$ cat src/rtl/g2l_ram.sv
module g2l_ram #(
  parameter int WIDTH = 17,
  parameter int DEPTH = 201
) (
  input  logic                     clk,
  input  logic                     we,
  input  logic [$clog2(DEPTH)-1:0] waddr,
  input  logic [WIDTH-1:0]         wdata,
  input  logic [$clog2(DEPTH)-1:0] raddr,
  output logic [WIDTH-1:0]         rdata
);

  logic [WIDTH-1:0] mem [DEPTH];

  always_ff @(posedge clk) begin
    if (we) begin
      mem[waddr] <= wdata;
    end
    rdata <= mem[raddr];
  end

endmodule

$ cat config.mk
export PLATFORM = sky130hd
export DESIGN_NAME = g2l_ram
export DESIGN_NICKNAME = d
export VERILOG_FILES = /design/src/rtl/g2l_ram.sv
export SDC_FILE = /design/constraint.sdc
export NUM_CORES = 2
export LEC_CHECK = 0
export ABC_CLOCK_PERIOD_IN_PS = 3200
export BUFFER_PORTS_ARGS = -buffer_cell sky130_fd_sc_hd__buf_4
export CAP_MARGIN = 20
export CORE_UTILIZATION = 35
export DETAILED_ROUTE_END_ITERATION = 8
export MAX_ROUTING_LAYER = met4
export PLACE_DENSITY = 0.56
export SYNTH_ARGS = -nofsm -noshare
export SYNTH_HDL_FRONTEND = slang
export SYNTH_SLANG_ARGS = --single-unit
$ cat constraint.sdc
create_clock -name clk -period 3.2 [get_ports clk]
set_input_delay 0.64 -clock clk [delete_from_list [all_inputs] [get_ports clk]]
set_output_delay 0.64 -clock clk [all_outputs]
set_load 0.01 [all_outputs]
* After elaboration in Yosys (flattened, before gate mapping) *
Memory sizes are Yosys's and may differ from the RTL's. A register that Yosys moved wholly into a read port is not among the register bits.
Index checks and enable logic that the tools add are counted.

cells by class
  mux-type cells = 2

operator list
  kind     count
  $mux W1  2

word-level totals
  bits in writable memories = 3,417
  memories = 1
  word-level logic and storage cells = 3
  input port bits = 35
  bits in registers = 0
  output and inout port bits = 17

memory list
  memory  depth  bits a word  read ports  clocked after Yosys merged registers in  write ports  RTL line  RTL
  mem     201    17           1           1                                        1            13        logic [WIDTH-1:0] mem [DEPTH];

* Depth between registers and ports, before layout *
  word-level depth = 2
  gate-level depth with buffers = 12

* Worst setup path after synthesis *
OpenSTA, ideal clock, no wires.

  kind = input to register
  from = in waddr[6]
  to = mem mem[116][0], enable pin
  path buffers = 0
  arrival time = 2,453 ps
  library setup time = 412 ps
  cell stages on the path = 4
  slack = 335 ps
  cells stage by stage = nor2b_1 > and4_1 > nand3b_1 > nor3_1

RTL lines
  what                RTL line  RTL
  start: declaration  7         input logic [$clog2(DEPTH)-1:0] waddr,
  end: declaration    13

Straight into the memory's write port.

==> impl_metrics.yaml <==
status:
  status: "finished, final reports clean"
timing:
  fin_skew_ns: 0.06350
  final-max-slew-violation-count: 0
  hold_slack_ns: 0.1289
  finalWorstSetupSlack_ns: 0.03948
  min_period_ns: 3.161
  rsz0062_at_grt: "no"
  max_freq_mhz: 316.4
  finalCritPeriodShare_pct: 98.77
  tightest_slew_ns: 1.040
  relSlewSlack_pct: 30.40
  setup_viol: 0
  hold_viol_final: 0
synth:
  ys_types: 58
  yosysWarnings: 0
  syn_area_per_cell_um2: 22.81
  syn-num-nets: 5814
  netlist.top_cell.by_area: "edfxtp_1"
  netlist_instances: 5779
  synth_ff_type: "edfxtp_1"
  synth_edf_count: 3417
  synthArstFlopShare_pct: 0
  synth.yosys.seq_area_share_pct: 78.08
  ys_seq_elements: 3434
  synth_top_area_share_pct: 77.83
  syn_area_um2: 131800
  yosys-top-cells-area: "edfxtp_1 (78%), mux4_2 (15%), mux2i_1 (1.9%), nor2_1 (0.64%), a22oi_1 (0.43%)"
critical_path:
  end_kind: "register"
  crit_chain: "buf_4 > buf_12 > inv_6 > buf_4 > buf_4 > buf_4 > mux2i_1 > buf_4 > a22oi_2 > nand4_1 > a211oi_1"
  critPathSlowestCell: "a22oi_2"
  crit_buf_inv: 7
  critPathMostFrequentCell: "buf_4"
  max_stage_delay_ns: 0.62
  start_kind: "input port"
  worst_ep_arrival_time_ns: 3.96
  crit_fanout: 15
  path_class: "input port to register"
  cp.required_ns: 4.00
  crit_family: "buffers and inverters"
pwr:
  combPwrFrac_pct: 5.3
  power_mw: 95.36
  sequentialPowerShare_pct: 52.1
  p_sw_mw: 20.66
  swShare_pct: 21.67
  clkPwrFrac_pct: 42.5
  power.density_nw_per_um2: 611.7
  ir_drop_mv: 0.5534
  p_int_mw: 74.70
  p_leak_nw: 49.56
cells_and_area:
  fill_cells: 32540
  drive_above_1_share_pct: 34.11
  multi_input_area_um2: 27310
  design_area_um2: 155900
  fin_nets: 6734
  seqCellArea_um2: 102900
  final_common_cell: "edfxtp_1"
  area_growth_pct: 18.23
  final_cell_mix: "edfxtp_1 (3417), mux4_2 (867), buf_4 (768)"
global_routing:
  grtUsageTotal_pct: 20.46
  overflow: 0
  grt_pass1_wl_mm: 530.6
  grt_pass1_vias: 65880
  grt_max_degree: 105
  antenna_found_initial: 21
placed_design:
  dp_hpwl_mm: 246.3
  globalplace.congestion: 0.9864
  placed_cell_area_um2: 144500
  dp_slack_ns: -1.340
  port_buffers: 51
cts:
  cts_sinks: 3434
  cts_made_buffers: 354
  path_clk_slew_ns: 0.06
  cts-hold-fix-buffers: 0
  htreeDepth: 5
  clockBufferDepth: 4
  clk_latency_ns: 0.92
  cts_tree: "done"
  root_buffer: "clkbuf_16"
floorplan:
  core_area_um2: 375300
  die_h_um: 615.8
  start_util_pct: 35.13
  std_cell_rows: 225
  io_pins: 52
  die_area_um2: 379200
  die_w_um: 615.8
flow_run:
  drv_cap: 0
routing:
  ant_nets: 0
  vias: 65970
  totalWireLength_mm: 382.6
  drt_iter0_drc: 7833
  drtPass1Iterations: 6
  wl_per_cell_um: 31.90
  detail_route.vias_per_cell: 5.500
  drcViolationCount: 0
min_path:
  hp-class: "input port to register"
==> worst paths after layout <==
kind,start,endpoint,slack [ns],cells after the start
worst max-delay path,raddr[3],rdata[1],0.04,11
worst min-delay path,wdata[15],mem[60][15],0.13,1
worst max register to register,mem[29][16],rdata[16],0.49,7
worst min register to register,mem[200][11],rdata[11],0.85,4
==> cells in the mapped netlist (4+ instances only) <==
library cell	number
nor2_1	224
a211oi_1	32
buf_1	26
nand3b_1	4
and2_1	24
o32ai_1	11
a221oi_1	11
nor4_1	6
clkbuf_1	103
a2111oi_0	10
nor2b_1	20
o211ai_1	20
nor3_1	76
nand2_1	120
edfxtp_1	3417
o221ai_1	8
a22oi_1	75
a31oi_1	21
nand2b_1	13
or4_1	10
buf_4	68
mux4_2	867
nand4_1	18
a22o_1	12
and3_1	5
o22ai_1	26
a21oi_1	34
mux2i_1	248
nand3_1	31
buf_6	37
buf_2	86
or3_1	12
dfxtp_1	17
o21ai_0	43
==> power groups by stage <==
stage | combinational [mW] | sequential (mW) | clock (mW)
CTS | 5.11 | 49.7 | 41.1
global placement | 5.03 | 50.7 | 0
floorplan | 2.25 | 50.6 | 0
detailed placement | 5.10 | 50.7 | 0
global route | 5.28 | 49.7 | 42.7
finish | 5.10 | 49.7 | 40.5
==> registers in the layout, summed over array words and instances (netlist names) <==
register  flops
mem        3417
rdata        17
==> cell families after synthesis <==
group                  Yosys count  share of synthesized area, %
DFF                           3434                         78.08
and+or+nand+nor                581                         2.044
buffers and inverters          328                         1.470
muxes                         1118                         16.72
AOI/OAI and AO/OA              318                         1.683
==> area by class of cell <==
cell class / count / share of cell area (%)
Sequential cell: 3434 / 66.04
Multi-Input combinational cell: 2017 / 17.52
Clock buffer: 437 / 5.996
Timing Repair Buffer: 889 / 5.161
Tap cell: 4994 / 4.009
Clock inverter: 207 / 1.236
Antenna cell: 13 / 0.02087
Inverter: 3 / 0.01525
==> metal layers <==
layer	vias up	global-route usage (%)	wire, µm
met3	614	4.071	31530
li1	26500	-	-
met2	2906	32.11	183600
met1	35940	27.08	154700
met5	-	-	0
met4	0	6.061	12680
==> stage by stage <==
stage | cells | utilization (%) | setup TNS [ns]
4_1_cts | 11980 | 41.53 | 0
6_report | 11990 | 41.54 | 0
3_3_place_gp | 11340 | 38.52 | -9.509
3_5_place_dp | 11340 | 38.52 | -9.503
5_1_grt | 11990 | 41.54 | 0
2_1_floorplan | 5779 | - | 0
==> repair_timing <==
| action | in CTS | in global routing |
|---|---|---|
| endpoints found under the setup margin | 5 | 0 |
| resized for setup | 5 | 0 |
| setup buffers | 0 | 0 |
No activity file was read; power rests on OpenSTA's default activity.
