$ cat src/rtl/g2l_pkg.sv
package g2l_pkg;

  // Span of the lunar year table
  localparam int FIRST_YEAR = 1900;
  localparam int LAST_YEAR  = 2100;
  localparam int ROM_WORDS  = 201;

  // Year word layout
  localparam int WORD_W   = 17;
  localparam int YLEN_W   = 9;
  localparam int MLEN_W   = 5;
  localparam int MONTHS   = 12;
  localparam int BASE_LEN = 348;

  // Day count widths
  localparam int DAYS_W = 21;
  localparam int DIFF_W = 23;

  // Day count of lunar new year of FIRST_YEAR (31 January) in the shifted civil
  // scale; BIAS adds the one that the day-of-year term leaves in the sum.
  localparam int EPOCH_YP       = FIRST_YEAR + 399;
  localparam int NEWYEAR_DAYNUM = 365 * EPOCH_YP + EPOCH_YP / 4 - EPOCH_YP / 100
                                  + EPOCH_YP / 400 + 306 + 31 - 1;
  localparam int EPOCH_BIAS     = NEWYEAR_DAYNUM + 1;

  // Reciprocal of 25 for dividends up to 2047
  localparam int RECIP25       = 1311;
  localparam int RECIP25_SHIFT = 15;

  typedef struct packed {
    logic              done;
    logic              neg;
    logic [DAYS_W-1:0] days;
  } g2l_day_t;

  localparam logic [WORD_W-1:0] YEAR_ROM [0:ROM_WORDS-1] = '{
    17'h04bd8,17'h04ae0,17'h0a570,17'h054d5,17'h0d260,17'h0d950,17'h16554,17'h056a0,
    17'h09ad0,17'h055d2,17'h04ae0,17'h0a5b6,17'h0a4d0,17'h0d250,17'h1d255,17'h0b540,
    17'h0d6a0,17'h0ada2,17'h095b0,17'h14977,17'h04970,17'h0a4b0,17'h0b4b5,17'h06a50,
    17'h06d40,17'h1ab54,17'h02b60,17'h09570,17'h052f2,17'h04970,17'h06566,17'h0d4a0,
    17'h0ea50,17'h06e95,17'h05ad0,17'h02b60,17'h186e3,17'h092e0,17'h1c8d7,17'h0c950,
    17'h0d4a0,17'h1d8a6,17'h0b550,17'h056a0,17'h1a5b4,17'h025d0,17'h092d0,17'h0d2b2,
    17'h0a950,17'h0b557,17'h06ca0,17'h0b550,17'h15355,17'h04da0,17'h0a5b0,17'h14573,
    17'h052b0,17'h0a9a8,17'h0e950,17'h06aa0,17'h0aea6,17'h0ab50,17'h04b60,17'h0aae4,
    17'h0a570,17'h05260,17'h0f263,17'h0d950,17'h05b57,17'h056a0,17'h096d0,17'h04dd5,
    17'h04ad0,17'h0a4d0,17'h0d4d4,17'h0d250,17'h0d558,17'h0b540,17'h0b6a0,17'h195a6,
    17'h095b0,17'h049b0,17'h0a974,17'h0a4b0,17'h0b27a,17'h06a50,17'h06d40,17'h0af46,
    17'h0ab60,17'h09570,17'h04af5,17'h04970,17'h064b0,17'h074a3,17'h0ea50,17'h06b58,
    17'h055c0,17'h0ab60,17'h096d5,17'h092e0,17'h0c960,17'h0d954,17'h0d4a0,17'h0da50,
    17'h07552,17'h056a0,17'h0abb7,17'h025d0,17'h092d0,17'h0cab5,17'h0a950,17'h0b4a0,
    17'h0baa4,17'h0ad50,17'h055d9,17'h04ba0,17'h0a5b0,17'h15176,17'h052b0,17'h0a930,
    17'h07954,17'h06aa0,17'h0ad50,17'h05b52,17'h04b60,17'h0a6e6,17'h0a4e0,17'h0d260,
    17'h0ea65,17'h0d530,17'h05aa0,17'h076a3,17'h096d0,17'h04afb,17'h04ad0,17'h0a4d0,
    17'h1d0b6,17'h0d250,17'h0d520,17'h0dd45,17'h0b5a0,17'h056d0,17'h055b2,17'h049b0,
    17'h0a577,17'h0a4b0,17'h0aa50,17'h1b255,17'h06d20,17'h0ada0,17'h14b63,17'h09370,
    17'h049f8,17'h04970,17'h064b0,17'h168a6,17'h0ea50,17'h06b20,17'h1a6c4,17'h0aae0,
    17'h092e0,17'h0d2e3,17'h0c960,17'h0d557,17'h0d4a0,17'h0da50,17'h05d55,17'h056a0,
    17'h0a6d0,17'h055d4,17'h052d0,17'h0a9b8,17'h0a950,17'h0b4a0,17'h0b6a6,17'h0ad50,
    17'h055a0,17'h0aba4,17'h0a5b0,17'h052b0,17'h0b273,17'h06930,17'h07337,17'h06aa0,
    17'h0ad50,17'h14b55,17'h04b60,17'h0a570,17'h054e4,17'h0d160,17'h0e968,17'h0d520,
    17'h0daa0,17'h16aa6,17'h056d0,17'h04ae0,17'h0a9d4,17'h0a2d0,17'h0d150,17'h0f252,
    17'h0d520
  };

  function automatic logic [WORD_W-1:0] year_word(input logic [7:0] idx);
    if (idx < 8'(ROM_WORDS)) begin
      return YEAR_ROM[idx];
    end
    return '0;
  endfunction

  // Days from 1 March to the first of the month, March-based year
  function automatic logic [8:0] month_base(input logic [3:0] m);
    logic [8:0] b;
    case (m)
      4'd3:    b = 9'd0;
      4'd4:    b = 9'd31;
      4'd5:    b = 9'd61;
      4'd6:    b = 9'd92;
      4'd7:    b = 9'd122;
      4'd8:    b = 9'd153;
      4'd9:    b = 9'd184;
      4'd10:   b = 9'd214;
      4'd11:   b = 9'd245;
      4'd12:   b = 9'd275;
      4'd1:    b = 9'd306;
      4'd2:    b = 9'd337;
      default: b = 9'd0;
    endcase
    return b;
  endfunction

  function automatic logic [MLEN_W-1:0] leap_len(input logic [WORD_W-1:0] w);
    if (w[3:0] == 4'd0) begin
      return '0;
    end
    return w[16] ? MLEN_W'(30) : MLEN_W'(29);
  endfunction

  function automatic logic [MLEN_W-1:0] month_len(input logic [WORD_W-1:0] w,
                                                  input logic [3:0] m);
    logic [4:0] b;
    b = 5'd16 - 5'(m);
    return w[b] ? MLEN_W'(30) : MLEN_W'(29);
  endfunction

  function automatic logic [YLEN_W-1:0] year_len(input logic [WORD_W-1:0] w);
    return YLEN_W'(BASE_LEN) + YLEN_W'($countones(w[15:4])) + YLEN_W'(leap_len(w));
  endfunction

endpackage

$ cat src/rtl/g2l_daycount.sv
// Day distance from lunar new year of the first table year, three stages.
module g2l_daycount (
  input  logic               clk,
  input  logic               rst,
  input  logic               start,
  input  logic [11:0]        year,
  input  logic [3:0]         month,
  input  logic [4:0]         day,
  output g2l_pkg::g2l_day_t  res
);

  // stage 1: shifted year and day within the March-based year
  logic        s1_valid;
  logic [12:0] s1_yp;
  logic [8:0]  s1_doy;

  // stage 2: leap year terms
  logic                       s2_valid;
  logic [20:0]                s2_y365;
  logic [10:0]                s2_q4;
  logic [6:0]                 s2_q100;
  logic [8:0]                 s2_doy;
  logic [21:0]                q_prod;
  logic [21:0]                total;
  logic [g2l_pkg::DIFF_W-1:0] diff;

  assign q_prod = 22'(s1_yp[12:2]) * 22'(g2l_pkg::RECIP25);
  assign total  = 22'(s2_y365) + 22'(s2_q4) - 22'(s2_q100) + 22'(s2_q100[6:2])
                  + 22'(s2_doy);
  assign diff   = {1'b0, total} - g2l_pkg::DIFF_W'(g2l_pkg::EPOCH_BIAS);

  always_ff @(posedge clk) begin
    if (rst) begin
      s1_valid <= 1'b0;
      s2_valid <= 1'b0;
      res.done <= 1'b0;
    end else begin
      s1_valid <= start;
      s2_valid <= s1_valid;
      res.done <= s2_valid;
    end
    s1_yp    <= 13'(year) + 13'd400 - ((month <= 4'd2) ? 13'd1 : 13'd0);
    s1_doy   <= g2l_pkg::month_base(month) + 9'(day);
    s2_y365  <= 21'(s1_yp) * 21'd365;
    s2_q4    <= s1_yp[12:2];
    s2_q100  <= q_prod[g2l_pkg::RECIP25_SHIFT +: 7];
    s2_doy   <= s1_doy;
    res.neg  <= diff[g2l_pkg::DIFF_W-1];
    res.days <= diff[g2l_pkg::DAYS_W-1:0];
  end

endmodule

$ cat config.mk
export PLATFORM = sky130hd
export DESIGN_NAME = g2l_daycount
export DESIGN_NICKNAME = d
export VERILOG_FILES = /design/src/rtl/g2l_pkg.sv /design/src/rtl/g2l_daycount.sv
export SDC_FILE = /design/constraint.sdc
export NUM_CORES = 1
export LEC_CHECK = 0
export BUFFER_PORTS_ARGS = -buffer_cell sky130_fd_sc_hd__clkbuf_2
export CORE_UTILIZATION = 40
export CTS_BUF_LIST = sky130_fd_sc_hd__clkbuf_2
export DETAILED_ROUTE_END_ITERATION = 6
export GPL_TIMING_DRIVEN = 0
export SLEW_MARGIN = 10
export SYNTH_ARGS = -nofsm -noshare
export SYNTH_HDL_FRONTEND = slang
export SYNTH_SLANG_ARGS = --single-unit
$ cat constraint.sdc
create_clock -name clk -period 4.7 [get_ports clk]
set_input_delay 0.235 -clock clk [delete_from_list [all_inputs] [get_ports clk]]
set_output_delay 0.235 -clock clk [all_outputs]
set_load 0.05 [all_outputs]
# After elaboration in Yosys (flattened, before gate mapping)
# Memories as Yosys holds them, arrays and structs flattened.
# Cells that the tools add are included.
# totals
reg_bits	95
rom_bits	144
input_bits	24
out_inout_bits	23
elab_cells	24
n_memories	1
# classes
addsub	8
mul	2
order_cmp	1
mux	1
# mem_list
memory	words	word_bits	read_ports	rd_ports_with_merged_regs	wr	line	text
(name not given)	16	9	1	0	0	g2l_pkg.sv:75	case (m)
# op_table
operator	n
$sub A22 B20 Y23 const B	1
$add A21 B11 Y22	1
$add A22 B5 Y22	1
$add A22 B9 Y22	1
$mul A11 B11 Y22 const B	1
$sub A22 B7 Y22	1
$mul A13 B9 Y21 const B	1
$add A12 B9 Y13 const B	1
$sub A13 B1 Y13	1
$add A9 B5 Y9	1
$le A4 B2 Y1 const B	1
$mux W1	1

# Logic depth before layout (Yosys ltp)
# Gate-level depths: netlist of the first run.
# depth
ltp_word	5
ltp_mapped	21
mapped_depth_nobuf	20

# Least setup slack after synthesis of the first run
# No wires, ideal clock.
# synth_timing
path_kind	reg2reg
from	register s1_yp[8]
to	register s2_q100[6]
setup_ns	0.072
arrival_ns	4.576
t_required_ns	4.628
path_slack_ns	0.052
path_stages_with_launch	19
path_buffers	0
period_less_slack_ns	4.648
cell_sequence	dfxtp_1 > fa_1 > ha_1 > inv_1 > fa_1 > fa_1 > fa_1 > inv_1 > ha_1 > a211o_1 > a211oi_1 > nand2_1 > o211ai_1 > a21oi_1 > o31a_1 > o21ai_0 > nand2b_1 > a21oi_1 > xnor2_1
# synth_between
elab_chain_cells	1
# synth_rtl
item	line	text
from (decl)	g2l_daycount.sv:14	logic [12:0] s1_yp;
from (signal assigned)	g2l_daycount.sv:42	s1_yp <= 13'(year) + 13'd400 - ((month <= 4'd2) ? 13'd1 : 13'd0);
$mul A11 B11 Y22	g2l_daycount.sv:27	assign q_prod = 22'(s1_yp[12:2]) * 22'(g2l_pkg::RECIP25);
via q_prod[21]	g2l_daycount.sv:23	logic [21:0] q_prod;
to (signal assigned)	g2l_daycount.sv:46	s2_q100 <= q_prod[g2l_pkg::RECIP25_SHIFT +: 7];
to (decl)	g2l_daycount.sv:21	logic [6:0] s2_q100;
# The timed path passes the listed nets, and every way through them passes these cells.
# A chain may end at the register's enable or synchronous reset.

# Final worst setup path of the first run
# layout_timing
from	register s1_yp[6]
to	register s2_q100[6]
# Same word-level chain as after synthesis.

==> flow_metrics.env, run 1 <==
export IMPL_cp_arrival_ns=5.23
export IMPL_drive_above_1_share_pct=18.3
export IMPL_path_clk_slew_ns=0.29
export IMPL_cts_buffers=9
export IMPL_wl_per_cell_um=12.2
export IMPL_ys_warn_count=0
export IMPL_first_pass_iters=4
export IMPL_cts_buffer_depth=2
export IMPL_synth_common_cells="inv_1 (214), ha_1 (190), fa_1 (99)"
export IMPL_top_layer="met4"
export IMPL_rows=56
export IMPL_clock_sinks=95
export IMPL_grt_pass1_vias=6594
export IMPL_yosysUniqueCellTypes=74
export IMPL_netlist_area_sq_um=9540
export IMPL_r2r_slack_ns=0.03
export IMPL_crit_fanout=4
export IMPL_drcViolationCount=0
export IMPL_finalCriticalPeriod_ns=4.67
export IMPL_wl_met3_um=443
export IMPL_antenna_found_initial=1
export IMPL_required_ns=5.26
export IMPL_fin_cells=1406
export IMPL_gp_congestion=0.823
export IMPL_synthArstFlopShare_pct=0
export IMPL_core_area_sq_um=23400
export IMPL_setup_slack_ns=0.0314
export IMPL_synth_top_flop_cell="dfxtp_1"
export IMPL_fin_worst_skew_ns=0.0405
export IMPL_finalCritPeriodShare_pct=99.3
export IMPL_syn_nets=1272
export IMPL_hold_path_depth=4
export IMPL_post_synth_cell_area_avg_sq_um=9.95
export IMPL_worst_skew_pair_late_latency_ns=0.61
export IMPL_cts_htree_levels=3
export IMPL_grt_usage_pct=15.3
export IMPL_ys_seq_elements=95
export IMPL_r2r_start="s1_yp[6]"
export IMPL_vias_per_cell=4.65
export IMPL_r2r_end="s2_q100[6]"
export IMPL_reg2reg_depth=18
export IMPL_die_area_sq_um=24500
export IMPL_yosysMostFrequentCell="inv_1"
export IMPL_min_path_type="in -> reg"
export IMPL_wl_met2_um=8410
export IMPL_setup_viol=0
export IMPL_yosys_area_top_type_share_pct=24.9
export IMPL_synth_edff_count=0
export IMPL_yosysTopAreaCell="ha_1"
export IMPL_hold_viol=0
export IMPL_die_h_um=156
export IMPL_startpoint="s1_yp[6]"
export IMPL_pin_count=47
export IMPL_ctsRootBufferMaster="clkbuf_2"
export IMPL_ant_nets=0
export IMPL_crit_path_end_kind="register"
export IMPL_placed_cell_area_sq_um=10200
export IMPL_max_clock_freq_mhz=214
export IMPL_dp_hpwl_um=13900
export IMPL_rsz0062_at_grt="yes"
export IMPL_yosys_top_cells_area="ha_1 (25%), fa_1 (21%), dfxtp_1 (20%)"
export IMPL_max_stage_delay_ns=0.54
export IMPL_crit_chain="fa_1 -> ha_2 -> inv_2 -> fa_1 -> fa_2 -> fa_2 -> inv_2 -> ha_4 -> a211o_1 -> o211ai_1 -> o21ai_1 -> o211ai_1 -> a21oi_2 -> o31a_1 -> o21ai_1 -> nand2b_1 -> a21oi_2 -> xnor2_2"
export IMPL_drtIter0Drc=222
export IMPL_initial_utilization_pct=40.8
export IMPL_numPortBuffers=46
export IMPL_post_place_cells=1324
export IMPL_status="complete, no violations"
export IMPL_tightestPinTransition_ns=0.477
export IMPL_dr_total_vias=6537
export IMPL_final_area_sq_um=11200
export IMPL_grt_remaining_overflow=0
export IMPL_dp_slack_ns=-0.589
export IMPL_met1_length_um=8100
export IMPL_max_slew_margin_pct=68.2
export IMPL_syn_inst=959
export IMPL_fin_tns_setup_ns=0
export IMPL_crit_type="reg -> reg"
export IMPL_ys_seq_area_share_pct=19.9
export IMPL_nets=1394
export IMPL_synthToLayoutAreaGrowth_pct=17.0
export IMPL_grt_pass1_wl_um=29700
export IMPL_routed_wirelength_um=17200
export IMPL_drv_cap=0
export IMPL_crit_slowest_cell="fa_1"
export IMPL_tritoncts="built"
export IMPL_cp_start_kind="register"
export IMPL_grt_max_degree=20
export IMPL_die_w_um=156
export IMPL_drv_slew=0
export IMPL_endpoint="s2_q100[6]"
## cell usage in the layout (no fill, tap or decap), types with 26 or more instances in the layout
master         instances
nor2_1                32
buf_4                 35
xor2_1                26
ha_1                 177
inv_1                210
fa_1                  96
nand2_1               28
dlygate4sd3_1         29
a21oi_1               33
dfxtp_1               82
clkbuf_2              55
xnor2_1               38
## cells by family (layout without fill, tap and decap cells)
family | Yosys count | count (layout) | share of synthesized area (%)
AOI/OAI and AO/OA | 146 | 146 | 10.9
xor gates and xnor gates | 69 | 69 | 6.41
adders and majority gates | 289 | 289 | 45.7
buffers and inverters | 222 | 349 | 9.18
DFF | 95 | 95 | 19.9
muxes | 2 | 2 | 0.354
other | 0 | 1 | 0
and+or+nand+nor | 136 | 136 | 7.59
## routing by layer
layer	vias to the layer above	global-route usage, %
met5	-	0
met4	0	3.92
met3	18	2.38
met2	80	27.1
met1	3075	19.3
li1	3364	-
## stage by stage
stage	utilization [%]	hold WS, ns
6_report	47.7	0.0715
5_1_grt	47.7	0.0349
4_1_cts	46.5	0.00873
3_5_place_dp	43.5	0.312
3_3_place_gp	43.5	0.312
2_1_floorplan	-	0.307
## repair_timing
action / 4_1_cts / 5_1_grt
pin swaps: 19 / 31
hold buffers: 29 / 0
endpoints found under the setup margin: 11 / 10
endpoints found under the hold margin: 22 / 0
setup buffers: 24 / 12
resized for setup: 41 / 40
## worst min path at each step
stage,slack [ns],from,to
after floorplan,0.31,rst,res[22]
after global placement,0.31,s1_doy[1],s2_doy[1]
after detailed placement,0.31,s1_doy[0],s2_doy[0]
after CTS,0.009,year[3],s1_yp[6]
after global routing,0.03,month[2],s1_doy[5]
final,0.07,month[2],s1_doy[6]
## flip-flops by register name, indices dropped and copies added, names as in the netlist
signal    flops
res          23
s2_y365      21
s1_yp        13
s2_q4        11
s1_doy        9
s2_doy        9
s2_q100       7
s1_valid      1
s2_valid      1
## worst max-delay path, delay by kind of cell, from the launching register on
family / cells / cell delay [ns]
AO/OA/AOI/OAI: 8 / 1.54
flip-flops: 1 / 0.43
buffers and inverters: 2 / 0.09
XOR/XNOR: 1 / 0.14
adder cells (fa/ha/maj): 6 / 2.34
AND/OR/NAND/NOR: 1 / 0.10
## area by class of cell
class,count,area (sq um)
Antenna cell,1,2.50
Inverter,214,803
Timing Repair Buffer,111,807
Clock inverter,7,73.8
Clock buffer,9,45.0
Tap cell,319,399
Multi-Input combinational cell,642,7020
Buffer,8,72.6
Sequential cell,95,1950
Fill cell,2230,12200
Power of run 1 is left out: the tool's default activity adds up to more than one toggle a clock period on the data nets, which glitch-free logic cannot reach.
==> run 2: changes to the inputs <==
--- a/config.mk
+++ b/config.mk
@@ -6,10 +6,13 @@
 export NUM_CORES = 1
 export LEC_CHECK = 0
 export BUFFER_PORTS_ARGS = -buffer_cell sky130_fd_sc_hd__clkbuf_2
-export CORE_UTILIZATION = 40
+export CELL_PAD_IN_SITES_DETAIL_PLACEMENT = 1
+export CELL_PAD_IN_SITES_GLOBAL_PLACEMENT = 2
+export CORE_UTILIZATION = 38
 export CTS_BUF_LIST = sky130_fd_sc_hd__clkbuf_2
 export DETAILED_ROUTE_END_ITERATION = 6
 export GPL_TIMING_DRIVEN = 0
+export PLACE_DENSITY_LB_ADDON = 0.1
 export SLEW_MARGIN = 10
 export SYNTH_ARGS = -nofsm -noshare
 export SYNTH_HDL_FRONTEND = slang
==> run 2 against run 1 <==
  * The flow now finishes with violations (setup timing)
  * First-iteration DRC count decreased by 36%
  * Wire length increased by 20%
  * Via count increased by 2.7%
  * Clock skew increased by 0.0044 ns
  * Flip-flop and latch count unchanged
  * Core utilization decreased by 0.94 points
  * Die area increased by 5.2%
  * Global-route usage increased by 1.3 points
  * Clock-buffer cell count unchanged
  * Worst setup slack got worse by 0.20 ns
  * Critical endpoint unchanged
==> flow_metrics.env, run 2 (synthesized netlist as in run 1, its figures left out) <==
export IMPL_max_clock_freq_mhz=206
export IMPL_vias_per_cell=4.72
export IMPL_routed_wirelength_um=20600
export IMPL_fin_worst_skew_ns=0.0449
export IMPL_finalCritPeriodShare_pct=104
export IMPL_min_path_type="in -> reg"
export IMPL_seqCellArea_sq_um=1950
export IMPL_reg2reg_depth=18
export IMPL_worst_skew_pair_late_latency_ns=0.63
export IMPL_numPortBuffers=46
export IMPL_grt_usage_pct=16.6
export IMPL_cts_buffers=9
export IMPL_core_area_sq_um=24500
export IMPL_cts_buffer_depth=2
export IMPL_ctsRootBufferMaster="clkbuf_2"
export IMPL_antenna_found_initial=1
export IMPL_path_depth=18
export IMPL_die_h_um=160
export IMPL_regMostFlops="res"
export IMPL_die_area_sq_um=25800
export IMPL_grt_max_degree=20
export IMPL_drtIter0Drc=141
export IMPL_required_ns=5.26
export IMPL_status="complete, but fails checks"
export IMPL_hold_path_depth=3
export IMPL_synthToLayoutAreaGrowth_pct=19.9
export IMPL_nets=1405
export IMPL_path_clk_slew_ns=0.34
export IMPL_worst_path_buf_inv=2
export IMPL_crit_chain="fa_1 -> ha_2 -> inv_2 -> fa_1 -> fa_2 -> fa_2 -> inv_2 -> ha_4 -> a211o_1 -> a211oi_2 -> nand2_1 -> o211ai_1 -> a21oi_2 -> o31a_1 -> o21ai_1 -> nand2b_1 -> a21oi_2 -> xnor2_2"
export IMPL_clock_sinks=95
export IMPL_drv_cap=0
export IMPL_drcViolationCount=0
export IMPL_crit_type="reg -> reg"
export IMPL_tightestPinTransition_ns=0.520
export IMPL_first_pass_iters=4
export IMPL_layout_commonest_cell="inv_1"
export IMPL_violations="setup timing"
export IMPL_crit_family="adder cells"
export IMPL_tritoncts="built"
export IMPL_hold_slack_ns=0.114
export IMPL_finalCriticalPeriod_ns=4.87
export IMPL_dp_hpwl_um=16200
export IMPL_dr_total_vias=6714
export IMPL_drive_above_1_share_pct=21.1
export IMPL_max_stage_delay_ns=0.54
export IMPL_cts_htree_levels=3
export IMPL_cp_start_kind="register"
export IMPL_gp_congestion=0.801
export IMPL_ant_nets=0
export IMPL_crit_fanout=4
export IMPL_fillers=2772
export IMPL_max_slew_margin_pct=65.4
export IMPL_final_core_util_pct=46.8
export IMPL_wl_per_cell_um=14.5
export IMPL_grt_pass1_wl_um=34000
export IMPL_final_cell_mix="inv_1 (207), ha_1 (173), fa_1 (96)"
export IMPL_die_w_um=160
export IMPL_drv_slew=0
export IMPL_largest_reg_flops=23
export IMPL_grt_remaining_overflow=0
export IMPL_setup_slack_ns=-0.166
export IMPL_rsz0062_at_grt="yes"
export IMPL_pin_count=47
export IMPL_cp_arrival_ns=5.42
export IMPL_top_regs="res (23), s2_y365 (21), s1_yp (13)"
export IMPL_crit_slowest_cell="fa_1"
export IMPL_multiInputGateArea_sq_um=7210
export IMPL_hold_viol=0
export IMPL_setup_viol=3
export IMPL_initial_utilization_pct=39.0
export IMPL_grt_pass1_vias=7165
export IMPL_rows=57
export IMPL_crit_path_end_kind="register"
-- run 2: what timing repair did --
| item | CTS | global route |
|---|---|---|
| setup buffers | 26 | 24 |
| endpoints found under the hold margin | 22 | 0 |
| pin swaps | 23 | 45 |
| hold buffers | 29 | 0 |
| endpoints found under the setup margin | 17 | 13 |
| resized for setup | 53 | 60 |
-- run 2: area by class of cell --
type                       instances  share of cell area [%]
tap                              324                    3.54
clock buffer                       9                   0.394
buffer                             7                   0.590
sequential                        95                    17.0
clock inverter                     7                   0.656
inverter                         214                    7.02
timing repair buffer             123                    7.79
multi-input combinational        642                    63.0
antenna                            1                  0.0219
-- run 2: worst register-to-register path: stages, from the launching register on --
cell and delay (ns):
dfxtp_4 0.44, fa_1 0.55, ha_2 0.17, inv_2 0.04, fa_1 0.52, fa_2 0.46, fa_2 0.54, inv_2 0.04
ha_4 0.15, a211o_1 0.32, a211oi_2 0.15, nand2_1 0.10, o211ai_1 0.29, a21oi_2 0.14, o31a_1 0.28, o21ai_1 0.12
nand2b_1 0.11, a21oi_2 0.21, xnor2_2 0.17
-- run 2: per-layer routing --
layer,vias up,wire [um],global-route usage [%]
met1,3259,9370,20.1
met3,17,302,2.14
met5,-,0,0
met4,0,246,4.07
li1,3385,-,-
met2,53,10700,30.7
-- run 2: final timing paths --
path / from / endpoint / slack, ns
worst min-delay path: month[3] / s1_doy[7] / 0.11
worst max-delay path: s1_yp[8] / s2_q100[6] / -0.17
worst max register to register: s1_yp[8] / s2_q100[6] / -0.17
worst min register to register: s1_doy[6] / s2_doy[6] / 0.31
-- run 2: stage by stage --
step,worst slack (ns),TNS [ns],cells,area [sq um]
after global routing,-0.338,-1.21,1422,11400
after floorplan,0.0522,0,959,9540
final,-0.166,-0.298,1422,11400
after detailed placement,-0.838,-4.16,1329,10200
after global placement,-0.809,-3.93,1329,10200
after CTS,-0.262,-0.680,1400,11000
Power of run 2 is left out for the same reason.
